==> config.mk <==
export PLATFORM = sky130hd
export DESIGN_NAME = reciprocal_frequency_meter_core
export DESIGN_NICKNAME = d
export VERILOG_FILES = /design/src/design/rfm_pkg.sv /design/src/design/rfm_queue.sv /design/src/design/rfm_front.sv /design/src/design/rfm_back.sv /design/src/design/reciprocal_frequency_meter_core.sv
export SDC_FILE = /design/constraint.sdc
export NUM_CORES = 2
export LEC_CHECK = 0
export BUFFER_PORTS_ARGS = -buffer_cell sky130_fd_sc_hd__buf_2
export CORE_MARGIN = 2
export CORE_UTILIZATION = 29
export CTS_BUF_LIST = sky130_fd_sc_hd__clkbuf_4 sky130_fd_sc_hd__clkbuf_8
export CTS_CLUSTER_DIAMETER = 30
export CTS_CLUSTER_SIZE = 20
export DETAILED_ROUTE_END_ITERATION = 6
export GPL_TIMING_DRIVEN = 0
export PLACE_DENSITY = 0.41
export SYNTH_ARGS = -nofsm -noshare
export SYNTH_HDL_FRONTEND = slang
export SYNTH_SLANG_ARGS = --single-unit
==> constraint.sdc <==
create_clock -name clk_i -period 13.99 [get_ports clk_i]
set_clock_uncertainty 0.1 [all_clocks]
set_input_delay 0.6995 -clock clk_i [delete_from_list [all_inputs] [get_ports clk_i]]
set_output_delay 0.6995 -clock clk_i [all_outputs]
set_load 0.005 [all_outputs]
==> src/design/rfm_pkg.sv <==
// ----------------------------------------------------------------------------
// rfm_pkg: shared types and constants of the reciprocal frequency meter
// Register codes, field widths, defaults and the types that pass between units.
// ----------------------------------------------------------------------------
package rfm_pkg;

  localparam int AveragePeriodsDefault = 10;
  localparam int FractionBitsDefault   = 8;

  localparam int CountW   = 32;
  localparam int FreqW    = 40;
  localparam int CfgAddrW = 3;
  localparam int CfgDataW = 40;
  localparam int QueueDepth = 2;

  localparam logic [CountW-1:0] TimerHzReset   = 32'd1000000;
  localparam logic [FreqW-1:0]  StopThrReset   = 40'd2560;
  localparam logic [FreqW-1:0]  StartThrReset  = 40'd3072;
  localparam logic [CountW-1:0] TimeoutReset   = 32'd100000;
  localparam logic [FreqW-1:0]  FreqMax        = {FreqW{1'b1}};

  typedef enum logic [CfgAddrW-1:0] {
    CfgTimerHz  = 3'd0,
    CfgStopThr  = 3'd1,
    CfgStartThr = 3'd2,
    CfgTimeout  = 3'd3
  } cfg_reg_e;

  typedef struct packed {
    logic [CountW-1:0] timer_hz;
    logic [FreqW-1:0]  stop_thr;
    logic [FreqW-1:0]  start_thr;
    logic [CountW-1:0] timeout;
  } cfg_t;

  // one measurement as handed from the front to the back
  typedef struct packed {
    logic [CountW-1:0] span;   // newest minus oldest edge, wrapped
    logic [CountW-1:0] since;  // counts since the newest edge, wrapped
  } meas_t;

endpackage

==> src/design/rfm_queue.sv <==
// ----------------------------------------------------------------------------
// rfm_queue: measurement queue
// Small first-in first-out buffer between the capture front and the divider.
// ----------------------------------------------------------------------------
module rfm_queue (
  input  logic           clk_i,
  input  logic           rst_ni,
  input  logic           push_i,
  input  rfm_pkg::meas_t push_data_i,
  output logic           full_o,
  input  logic           pop_i,
  output logic           valid_o,
  output rfm_pkg::meas_t pop_data_o
);
  import rfm_pkg::*;

  localparam int PtrW = (QueueDepth > 1) ? $clog2(QueueDepth) : 1;
  localparam int CntW = $clog2(QueueDepth + 1);

  meas_t            entry_q [QueueDepth];
  logic [PtrW-1:0]  wr_ptr_q, wr_ptr_d;
  logic [PtrW-1:0]  rd_ptr_q, rd_ptr_d;
  logic [CntW-1:0]  fill_q, fill_d;

  assign full_o     = (fill_q == CntW'(QueueDepth));
  assign valid_o    = (fill_q != '0);
  assign pop_data_o = entry_q[rd_ptr_q];

  always_comb begin
    wr_ptr_d = wr_ptr_q;
    rd_ptr_d = rd_ptr_q;
    fill_d   = fill_q;
    if (push_i) begin
      wr_ptr_d = (wr_ptr_q == PtrW'(QueueDepth - 1)) ? '0 : wr_ptr_q + 1'b1;
    end
    if (pop_i) begin
      rd_ptr_d = (rd_ptr_q == PtrW'(QueueDepth - 1)) ? '0 : rd_ptr_q + 1'b1;
    end
    if (push_i && !pop_i) begin
      fill_d = fill_q + 1'b1;
    end else if (pop_i && !push_i) begin
      fill_d = fill_q - 1'b1;
    end
  end

  always_ff @(posedge clk_i or negedge rst_ni) begin
    if (!rst_ni) begin
      wr_ptr_q <= '0;
      rd_ptr_q <= '0;
      fill_q   <= '0;
    end else begin
      wr_ptr_q <= wr_ptr_d;
      rd_ptr_q <= rd_ptr_d;
      fill_q   <= fill_d;
    end
  end

  always_ff @(posedge clk_i) begin
    if (push_i) begin
      entry_q[wr_ptr_q] <= push_data_i;
    end
  end

endmodule

==> src/design/rfm_front.sv <==
// ----------------------------------------------------------------------------
// rfm_front: capture front end
// Stores edge timestamps in the ring and turns measure requests into spans.
// ----------------------------------------------------------------------------
module rfm_front #(
  parameter int AVERAGE_PERIODS = rfm_pkg::AveragePeriodsDefault
) (
  input  logic                      clk_i,
  input  logic                      rst_ni,
  input  logic                      in_valid_i,
  output logic                      in_ready_o,
  input  logic                      action_i,
  input  logic [rfm_pkg::CountW-1:0] count_value_i,
  output logic                      push_o,
  output rfm_pkg::meas_t            push_data_o,
  input  logic                      full_i
);
  import rfm_pkg::*;

  localparam int Depth = AVERAGE_PERIODS + 1;
  localparam int PosW  = $clog2(Depth);

  typedef enum logic {
    FrIdle,
    FrPush
  } fr_state_e;

  fr_state_e         state_q;
  logic [PosW-1:0]   pos_q;
  logic [Depth-1:0]  valid_q;
  logic [CountW-1:0] ring_q [Depth];
  logic [CountW-1:0] count_q;
  logic [CountW-1:0] rd_new_q, rd_old_q;
  logic              rd_new_vld_q, rd_old_vld_q;
  logic [PosW-1:0]   newest_idx;
  logic [CountW-1:0] newest, oldest;
  logic              accept, capture, measure;

  assign in_ready_o = (state_q == FrIdle) && !full_i;
  assign accept     = in_valid_i && in_ready_o;
  assign capture    = accept && !action_i;
  assign measure    = accept && action_i;
  assign newest_idx = (pos_q == '0) ? PosW'(Depth - 1) : pos_q - 1'b1;

  // entries never written read as the cleared value
  assign newest = rd_new_vld_q ? rd_new_q : '0;
  assign oldest = rd_old_vld_q ? rd_old_q : '0;

  assign push_o            = (state_q == FrPush);
  assign push_data_o.span  = newest - oldest;
  assign push_data_o.since = count_q - newest;

  always_ff @(posedge clk_i or negedge rst_ni) begin
    if (!rst_ni) begin
      state_q <= FrIdle;
      pos_q   <= '0;
      valid_q <= '0;
    end else begin
      unique case (state_q)
        FrIdle: begin
          if (capture) begin
            valid_q[pos_q] <= 1'b1;
            pos_q <= (pos_q == PosW'(Depth - 1)) ? '0 : pos_q + 1'b1;
          end
          if (measure) begin
            state_q <= FrPush;
          end
        end
        FrPush: begin
          state_q <= FrIdle;
        end
        default: state_q <= FrIdle;
      endcase
    end
  end

  // ring storage, registered read of newest and oldest edge
  always_ff @(posedge clk_i) begin
    if (capture) begin
      ring_q[pos_q] <= count_value_i;
    end
    if (measure) begin
      count_q      <= count_value_i;
      rd_new_q     <= ring_q[newest_idx];
      rd_old_q     <= ring_q[pos_q];
      rd_new_vld_q <= valid_q[newest_idx];
      rd_old_vld_q <= valid_q[pos_q];
    end
  end

endmodule

==> src/design/rfm_back.sv <==
// ----------------------------------------------------------------------------
// rfm_back: divider back end
// Averages the span, divides the timer rate by it and runs the stopped flag.
// ----------------------------------------------------------------------------
module rfm_back #(
  parameter int AVERAGE_PERIODS = rfm_pkg::AveragePeriodsDefault,
  parameter int FRACTION_BITS   = rfm_pkg::FractionBitsDefault
) (
  input  logic                      clk_i,
  input  logic                      rst_ni,
  input  rfm_pkg::cfg_t             cfg_i,
  input  logic                      q_valid_i,
  input  rfm_pkg::meas_t            q_data_i,
  output logic                      q_pop_o,
  output logic                      out_valid_o,
  input  logic                      out_ready_i,
  output logic [rfm_pkg::FreqW-1:0] frequency_o,
  output logic                      stopped_o
);
  import rfm_pkg::*;

  localparam int DivW     = CountW + FRACTION_BITS;
  localparam int CntW     = $clog2(DivW + 1);
  localparam int ProdW    = 2 * CountW;
  // span / AVERAGE_PERIODS as (span * (2^32 + AvgRecipLo)) >> AvgShift, exact for 32 bits
  localparam int AvgShift = CountW + $clog2(AVERAGE_PERIODS);
  localparam logic [ProdW-1:0] AvgRecip =
    ((ProdW'(1) << AvgShift) + ProdW'(AVERAGE_PERIODS - 1)) / ProdW'(AVERAGE_PERIODS);
  localparam logic [CountW-1:0] AvgRecipLo = AvgRecip[CountW-1:0];

  typedef enum logic [1:0] {
    BkIdle,
    BkAvg,
    BkFreq,
    BkDone
  } bk_state_e;

  bk_state_e         state_q;
  logic [DivW-1:0]   dq_q;       // dividend in, quotient out
  logic [CountW-1:0] rem_q;
  logic [CountW-1:0] divisor_q;
  logic [CntW-1:0]   cnt_q;
  logic [CountW-1:0] since_q;
  logic [CountW-1:0] span_q;
  logic [ProdW-1:0]  prod_q;
  logic [FreqW-1:0]  freq_q;
  logic              flag_q;
  logic              out_valid_q;
  logic [FreqW-1:0]  out_freq_q;
  logic              out_stopped_q;

  logic [CountW:0]   rem_ext;
  logic [CountW+1:0] trial;
  logic              ge;
  logic [CountW-1:0] rem_next;
  logic [DivW-1:0]   dq_next;
  logic [ProdW-1:0]  prod;
  logic [ProdW:0]    avg_sum;
  logic [CountW-1:0] avg;
  logic              out_free;
  logic              out_valid_d;
  logic              flag_d;
  logic              sat;

  // one restoring step per cycle
  assign rem_ext  = {rem_q, dq_q[DivW-1]};
  assign trial    = {1'b0, rem_ext} - {2'b00, divisor_q};
  assign ge       = !trial[CountW+1];
  assign rem_next = ge ? trial[CountW-1:0] : rem_ext[CountW-1:0];
  assign dq_next  = {dq_q[DivW-2:0], ge};
  assign sat      = |(dq_q >> FreqW);

  // average by reciprocal: multiply at pop, add the implicit top bit in the cycle after
  assign prod    = {{CountW{1'b0}}, q_data_i.span} * {{CountW{1'b0}}, AvgRecipLo};
  assign avg_sum = {1'b0, span_q, {CountW{1'b0}}} + {1'b0, prod_q};
  assign avg     = CountW'(avg_sum >> AvgShift);

  assign out_free    = !out_valid_q || out_ready_i;
  assign out_valid_d = ((state_q == BkDone) && out_free) ? 1'b1
                                                         : (out_valid_q && !out_ready_i);
  assign q_pop_o     = (state_q == BkIdle) && q_valid_i;

  always_comb begin
    flag_d = flag_q;
    if (flag_q) begin
      if (freq_q >= cfg_i.start_thr) begin
        flag_d = 1'b0;
      end
    end else if ((freq_q < cfg_i.stop_thr) || (since_q >= cfg_i.timeout)) begin
      flag_d = 1'b1;
    end
  end

  assign out_valid_o = out_valid_q;
  assign frequency_o = out_freq_q;
  assign stopped_o   = out_stopped_q;

  always_ff @(posedge clk_i or negedge rst_ni) begin
    if (!rst_ni) begin
      state_q     <= BkIdle;
      flag_q      <= 1'b0;
      out_valid_q <= 1'b0;
      cnt_q       <= '0;
    end else begin
      out_valid_q <= out_valid_d;
      unique case (state_q)
        BkIdle: begin
          if (q_valid_i) begin
            state_q <= BkAvg;
          end
        end
        BkAvg: begin
          cnt_q   <= CntW'(DivW);
          state_q <= (avg == '0) ? BkDone : BkFreq;
        end
        BkFreq: begin
          if (cnt_q == '0) begin
            state_q <= BkDone;
          end else begin
            cnt_q <= cnt_q - 1'b1;
          end
        end
        BkDone: begin
          if (out_free) begin
            flag_q  <= flag_d;
            state_q <= BkIdle;
          end
        end
        default: state_q <= BkIdle;
      endcase
    end
  end

  always_ff @(posedge clk_i) begin
    unique case (state_q)
      BkIdle: begin
        span_q  <= q_data_i.span;
        prod_q  <= prod;
        since_q <= q_data_i.since;
      end
      BkAvg: begin
        divisor_q <= avg;
        dq_q      <= DivW'(cfg_i.timer_hz) << FRACTION_BITS;
        rem_q     <= '0;
        freq_q    <= FreqMax;  // zero average period saturates
      end
      BkFreq: begin
        if (cnt_q == '0) begin
          freq_q <= sat ? FreqMax : FreqW'(dq_q);
        end else begin
          dq_q  <= dq_next;
          rem_q <= rem_next;
        end
      end
      BkDone: begin
        if (out_free) begin
          out_freq_q    <= flag_d ? '0 : freq_q;
          out_stopped_q <= flag_d;
        end
      end
      default: ;
    endcase
  end

endmodule

==> src/design/reciprocal_frequency_meter_core.sv <==
// ----------------------------------------------------------------------------
// reciprocal_frequency_meter_core: reciprocal frequency meter
// Edge timestamps fill a ring; a measure request yields frequency and stopped.
// ----------------------------------------------------------------------------
//  channel | signals                                  | direction
//  in      | in_valid_i/in_ready_o, action_i, count_value_i | capture or measure
//  out     | out_valid_o/out_ready_i, frequency_o, stopped_o | one per measure
//  cfg     | cfg_we_i, cfg_addr_i, cfg_wdata_i        | register write
//
//  a capture is written to the ring at once; a measure holds the input off for the ring read
//  per measure the back end runs these steps in order:
//  pop and multiply, finish the average by reciprocal,
//  radix-2 division for the frequency, hand off
//  a two-entry queue lets captures go on meanwhile; a stalled output holds the back end
//  reset clears the ring valid bits, position and stopped flag and loads the register defaults at once
// ----------------------------------------------------------------------------
module reciprocal_frequency_meter_core #(
  parameter int AVERAGE_PERIODS = rfm_pkg::AveragePeriodsDefault,
  parameter int FRACTION_BITS   = rfm_pkg::FractionBitsDefault
) (
  input  logic                         clk_i,
  input  logic                         rst_ni,
  input  logic                         in_valid_i,
  output logic                         in_ready_o,
  input  logic                         action_i,
  input  logic [rfm_pkg::CountW-1:0]   count_value_i,
  output logic                         out_valid_o,
  input  logic                         out_ready_i,
  output logic [rfm_pkg::FreqW-1:0]    frequency_o,
  output logic                         stopped_o,
  input  logic                         cfg_we_i,
  input  logic [rfm_pkg::CfgAddrW-1:0] cfg_addr_i,
  input  logic [rfm_pkg::CfgDataW-1:0] cfg_wdata_i
);
  import rfm_pkg::*;

  cfg_t  cfg_q;
  logic  q_push, q_full, q_pop, q_valid;
  meas_t q_wdata, q_rdata;

  always_ff @(posedge clk_i or negedge rst_ni) begin
    if (!rst_ni) begin
      cfg_q.timer_hz  <= TimerHzReset;
      cfg_q.stop_thr  <= StopThrReset;
      cfg_q.start_thr <= StartThrReset;
      cfg_q.timeout   <= TimeoutReset;
    end else if (cfg_we_i) begin
      unique case (cfg_reg_e'(cfg_addr_i))
        CfgTimerHz:  cfg_q.timer_hz  <= cfg_wdata_i[CountW-1:0];
        CfgStopThr:  cfg_q.stop_thr  <= cfg_wdata_i[FreqW-1:0];
        CfgStartThr: cfg_q.start_thr <= cfg_wdata_i[FreqW-1:0];
        CfgTimeout:  cfg_q.timeout   <= cfg_wdata_i[CountW-1:0];
        default: ;
      endcase
    end
  end

  rfm_front #(
    .AVERAGE_PERIODS(AVERAGE_PERIODS)
  ) u_front (
    .clk_i        (clk_i),
    .rst_ni       (rst_ni),
    .in_valid_i   (in_valid_i),
    .in_ready_o   (in_ready_o),
    .action_i     (action_i),
    .count_value_i(count_value_i),
    .push_o       (q_push),
    .push_data_o  (q_wdata),
    .full_i       (q_full)
  );

  rfm_queue u_queue (
    .clk_i      (clk_i),
    .rst_ni     (rst_ni),
    .push_i     (q_push),
    .push_data_i(q_wdata),
    .full_o     (q_full),
    .pop_i      (q_pop),
    .valid_o    (q_valid),
    .pop_data_o (q_rdata)
  );

  rfm_back #(
    .AVERAGE_PERIODS(AVERAGE_PERIODS),
    .FRACTION_BITS  (FRACTION_BITS)
  ) u_back (
    .clk_i      (clk_i),
    .rst_ni     (rst_ni),
    .cfg_i      (cfg_q),
    .q_valid_i  (q_valid),
    .q_data_i   (q_rdata),
    .q_pop_o    (q_pop),
    .out_valid_o(out_valid_o),
    .out_ready_i(out_ready_i),
    .frequency_o(frequency_o),
    .stopped_o  (stopped_o)
  );

`ifndef ASSERT_OFF
  a_stopped_reads_zero: assert property (@(posedge clk_i) disable iff (!rst_ni)
    out_valid_o && stopped_o |-> frequency_o == '0)
    else $error("stopped result carries a nonzero frequency");

  a_queue_no_overflow: assert property (@(posedge clk_i) disable iff (!rst_ni)
    q_push |-> !q_full)
    else $error("measurement pushed into a full queue");

  a_measure_holds_input: assert property (@(posedge clk_i) disable iff (!rst_ni)
    in_valid_i && in_ready_o && action_i |=> !in_ready_o && q_push)
    else $error("measure transfer did not reach the queue on the next cycle");
`endif

endmodule

# Word-level counts from Yosys, hierarchy flattened
# Memory sizes are Yosys's and may differ from the RTL's. A register that Yosys moved wholly into a read port is not among the register bits.
# Cells that the tools add are included.
# W data, S select, Z words.
[totals]
ff_bits = 517
out_inout_bits = 43
ram_bits = 480
mem_count = 2
latch_bits = 0
romBits = 0
[memory_table]
columns = ["name", "words", "width", "rd", "rd_ports_with_merged_regs", "write_ports", "line", "text"]
rows = [
  ["u_front.ring_q", 11, 32, 2, 2, 1, "rfm_front.sv:31", "logic [CountW-1:0] ring_q [Depth];"],
  ["u_queue.entry_q", 2, 64, 1, 0, 1, "rfm_queue.sv:20", "meas_t entry_q [QueueDepth];"],
]
[op_classes]
n_bitwise = 2
n_lt_le_gt_ge = 6
n_eq_ne = 12
addsub = 11
shift = 0
n_mux = 38
n_reduce_logical = 36
div = 0
mul = 1
[ops]
columns = ["operator", "n"]
rows = [
  ["$pmux W40 S2", 2],
  ["$mux W32", 4],
  ["$mux W40", 2],
  ["$add A64 B64 Y65", 1],
  ["$pmux W32 S2", 1],
  ["$sub A32 B32 Y32", 2],
  ["$mul A32 B31 Y63 const B", 1],
  ["$ge A40 B40 Y1", 1],
  ["$lt A40 B40 Y1", 1],
  ["$sub A33 B29 Y34", 1],
  ["$ge A32 B32 Y1", 1],
  ["$logic_not A32 Y1", 1],
  ["$reduce_and A2 Y1", 8],
  ["$mux W1", 15],
  ["$pmux W6 S2", 1],
  ["$or A11 B11 Y11", 1],
  ["$logic_and A1 B1 Y1", 10],
  ["$lt A4 B5 Y1 const B", 2],
  ["$mux W2", 5],
  ["$bmux W1 S4", 2],
  ["$mux W4", 2],
  ["$pmux W2 S4", 1],
  ["$logic_not A1 Y1", 7],
  ["$eq A2 B2 Y1 const B", 3],
  ["24 further kinds", 31],
]

# Longest topological paths before layout
[depth]
depth_word = 7
depth_mapped = 31

# Hierarchy
# From an unflattened synthesis, not the netlist that was laid out.
[unflattened]
cells_unflattened = 5178
area_unflattened_um2 = 66477.5
[by_module_without_submodules]
columns = ["module", "n_inst", "area_per_inst_um2", "seq_area_each_um2", "cells_each"]
rows = [
  ["rfm_back", 1, 31853.0, 8598.2, 2926],
  ["rfm_front", 1, 24218.2, 13913.3, 1731],
  ["reciprocal_frequency_meter_core", 1, 5392.7, 3624.7, 306],
  ["rfm_queue", 1, 5013.6, 3943.8, 215],
]

# Worst setup path before layout
# No wires, ideal clock.
[synth_timing]
kind = "reg-to-reg"
startpoint = "register u_queue.rd_ptr_q"
endpoint = "register u_back.prod_q[61], data pin"
path_slack_ns = 5.772
period_less_slack_ns = 8.218
required_ns = 13.628
setup_ns = 0.262
path_stages_with_launch = 28
arrival_time_ns = 7.856
cell_sequence = "dfrtp_1 > clkbuf_1 > buf_1 > mux2i_1 > inv_1 > ha_1 > fa_1 > fa_1 > inv_1 > fa_1 > inv_1 > fa_1 > fa_1 > fa_1 > inv_1 > fa_1 > inv_1 > ha_1 > a21o_1 > o21bai_1 > a221o_1 > nand2_1 > o211ai_1 > o311ai_1 > o211ai_1 > a31o_2 > a211oi_1 > nor3_1"
[synth_rtl]
columns = ["item", "line", "text"]
rows = [
  ["start, declared", "rfm_queue.sv:22", "logic [PtrW-1:0] rd_ptr_q, rd_ptr_d;"],
  ["start signal, assigned", "rfm_queue.sv:53", "rd_ptr_q <= rd_ptr_d;"],
  ["end signal, assigned", "rfm_back.sv:138", "prod_q <= prod;"],
  ["end, declared", "rfm_back.sv:45", "logic [ProdW-1:0] prod_q;"],
]

==> flow_metrics.py <==
metrics = {
    "run_status": {
        "outcome": "complete, no violations",
    },
    "sta": {
        "fmax_ghz": 0.09127,
        "setup_viol": 0,
        "period_needed_ns": 10.96,
        "worst_pin_slew_ns": 1.138,
        "fin_crit_sh_pct": 78.32,
        "rsz0062_at_grt": "no",
        "maxSlewHeadroom_pct": 24.13,
        "finalHoldViolCount": 0,
        "drv_slew": 0,
        "tns_ns": 0,
    },
    "synth": {
        "synth_top_area_share_pct": 39.63,
        "synth_flop_cell": "edfxtp_1",
        "synthesis.nets": 6156,
        "synth_warnings": 0,
        "synthTopCellsByArea": "edfxtp_1, fa_1, ha_1",
        "synthCells": 5122,
        "synth.distinct_cells": 86,
        "synth-seq-area-share_pct": 46.37,
        "synth_edf_count": 856,
        "avgSynthCellArea_sq_um": 12.66,
        "synth_area_leader_cell": "edfxtp_1",
        "async_flop_share_pct": 16.89,
        "synth_area_sq_um": 64870,
        "synth-seq-cells": 1030,
    },
    "job": {
        "drv_cap": 0,
    },
    "layout": {
        "layout.nets": 6682,
        "fillers": 21982,
        "layout_common_cells": "edfxtp_1, inv_1, ha_1, fa_1, clkbuf_8",
        "final_common_cell": "edfxtp_1",
        "fin_cells": 8853,
        "finish.utilization_pct": 34.68,
        "syn2layout_area_growth_pct": 18.87,
        "drive_above_1_share_pct": 17.02,
    },
    "worst_setup_path": {
        "critPathCapture": "u_back.prod_q[56]$_DFFE_PP_",
        "worst_ep_required_time_ns": 14.60,
        "cp-start-kind": "flop",
        "critPathMaxFanout": 10,
        "critPathKind": "flop to flop",
        "startpoint": "u_queue.rd_ptr_q$_DFFE_PN0P_",
        "r2r-end": "u_back.prod_q[56]$_DFFE_PP_",
        "r2r_slack_ns": 3.03,
        "cp.arrival_ns": 11.56,
        "reg2reg_depth": 26,
        "endpoint_kind": "flop",
        "r2r-start": "u_queue.rd_ptr_q$_DFFE_PN0P_",
    },
    "placed_design": {
        "gp_congestion": 0.8303,
        "dp_hpwl_um": 142400,
        "port_buffers": 123,
        "dp.cells": 8242,
    },
    "routing": {
        "drc_errors": 0,
        "post_drt_via_cell_ratio": 4.659,
        "wl_per_cell_um": 21.03,
        "ant_nets": 0,
        "num_vias": 41249,
        "drtIter0Drc": 2392,
        "wirelength_um": 186100,
        "firstDrtPassIters": 5,
    },
    "floorplanning": {
        "dieArea_sq_um": 227500,
        "die_h_um": 476.9,
        "io_pins": 124,
        "rows": 173,
        "start_util_pct": 29.18,
        "die_w_um": 476.9,
        "core-area_sq_um": 222300,
    },
    "clock_network": {
        "htreeDepth": 5,
        "cts_setup_buffers": 0,
        "ctsResizeCount": 0,
        "cts_tree": "built",
        "cts.sinks": 1030,
        "path_clk_slew_ns": 0.05,
        "cts_root_buffer": "clkbuf_8",
        "cts.path.max_buffers": 4,
        "cts_made_buffers": 301,
        "clock_latency_ns": 1.01,
    },
    "global_route": {
        "grt_pass1_vias": 44043,
        "antenna_found_initial": 13,
        "grt_max_degree": 91,
        "overflow": 0,
        "grt_usage_pct": 16.37,
        "grt_first_pass_wirelength_um": 281500,
    },
    "min_path": {
        "holdCritPathClass": "input port to flop",
    },
}
synthesized netlist by cell type (40+ instances only):
| library cell | n |
|---|---|
| clkbuf_1 | 107 |
| a21o_1 | 109 |
| ha_1 | 564 |
| o211ai_1 | 51 |
| edfxtp_1 | 856 |
| nand2_1 | 309 |
| nand2b_1 | 65 |
| inv_1 | 768 |
| nor2_1 | 195 |
| xor2_1 | 40 |
| dfrtp_1 | 157 |
| a21oi_1 | 223 |
| mux2_2 | 145 |
| mux4_2 | 132 |
| xnor2_1 | 76 |
| nor3_1 | 47 |
| fa_1 | 389 |
| mux2i_1 | 158 |
| a21boi_0 | 49 |
| nand3_1 | 52 |
| o21ai_0 | 192 |
final cells by class:
| class | instances | area [sq um] | share of cell area [%] |
|---|---|---|---|
| Sequential cell | 1030 | 30080 | 39.01 |
| Timing Repair Buffer | 223 | 1882 | 2.441 |
| Buffer | 145 | 551.8 | 0.7156 |
| Inverter | 768 | 2885 | 3.742 |
| Multi-Input combinational cell | 3179 | 31420 | 40.75 |
| Clock inverter | 161 | 1846 | 2.394 |
| Tap cell | 2975 | 3722 | 4.828 |
| Antenna cell | 7 | 17.52 | 0.02272 |
| Clock buffer | 365 | 4698 | 6.093 |
what timing repair did:
item                                   CTS  global route
setup endpoints to repair                0             0
hold buffers                            78             0
endpoints found under the hold margin  601             0
flip-flops by register name, summed over array words and instances, names as in the netlist, 6 cells and up:
name,flops
u_back.span_q,32
cfg_q,144
u_back.cnt_q,6
u_front.valid_q,11
u_front.count_q,32
u_back.frequency_o,40
u_back.freq_q,40
u_back.rem_q,32
u_back.prod_q,32
u_front.rd_old_q,32
u_back.since_q,32
u_back.divisor_q,29
u_queue.entry_q,128
u_front.ring_q,352
u_back.dq_q,40
u_front.rd_new_q,32
routing by layer:
metal | vias to the layer above | GRT usage, % | part of all wire [%]
met2 | 951 | 26.45 | 47
met5 | - | 0 | 0.0097
met1 | 20648 | 22.53 | 47
met4 | 4 | 4.472 | 2.2
met3 | 315 | 2.871 | 4.4
li1 | 19331 | - | -
through the flow:
stage                     cell area, sq um  worst slack (ns)  hold WS, ns
after floorplan                      64870             5.772       0.3039
after global placement               69200             2.319       0.3661
after detailed placement             69750             2.324       0.3737
after CTS                            77080             2.293     0.005270
after global routing                 77100             2.476      0.05421
final                                77100             3.034       0.1295
logic make-up (layout without fill, tap and decap cells):
family / after synthesis / after routing / share of synthesized area, %
buffers and inverters: 913 / 1662 / 5.295
other: 0 / 7 / 0
adders and majority gates: 953 / 953 / 22.88
AOI/OAI and AO/OA: 814 / 814 / 8.028
muxes: 435 / 435 / 9.538
DFF: 1030 / 1030 / 46.37
and+or+nand+nor: 861 / 861 / 6.315
xor gates and xnor gates: 116 / 116 / 1.566
worst min path at each step:
stage | startpoint | to | depth (start not counted)
after floorplan | rst_ni | cfg_q[0]$_DFFE_PN0P_ | 0
after global placement | u_queue.wr_ptr_q$_DFFE_PN0P_ | u_queue.wr_ptr_q$_DFFE_PN0P_ | 1
after detailed placement | u_front.valid_q[4]$_DFFE_PN0P_ | u_front.valid_q[4]$_DFFE_PN0P_ | 1
after CTS | action_i | u_front.push_o$_DFF_PN0_ | 2
after global routing | action_i | u_front.push_o$_DFF_PN0_ | 2
final | action_i | u_front.pos_q[0]$_DFFE_PN0P_ | 4
critical path: stages (launching register included):
cell and delay [ns]:
dfrtp_1 0.48, clkbuf_1 0.47, clkbuf_1 0.71, mux2i_1 0.86, inv_1 0.44, ha_1 0.72
xor2_1 0.20, ha_1 0.16, a21oi_1 0.06, fa_1 0.55, inv_1 0.06, fa_1 0.57
fa_1 0.47, fa_1 0.43, fa_1 0.52, inv_1 0.05, fa_1 0.48, inv_1 0.08
ha_1 0.33, nand2_1 0.09, nor3_1 0.55, nand2_1 0.18, o31ai_2 0.77, o311ai_1 0.44
a21boi_0 0.54, a21boi_0 0.21, xnor2_1 0.16
Power is not shown: default switching activity piles up to over one toggle a cycle in this logic, so the estimate is an artifact.
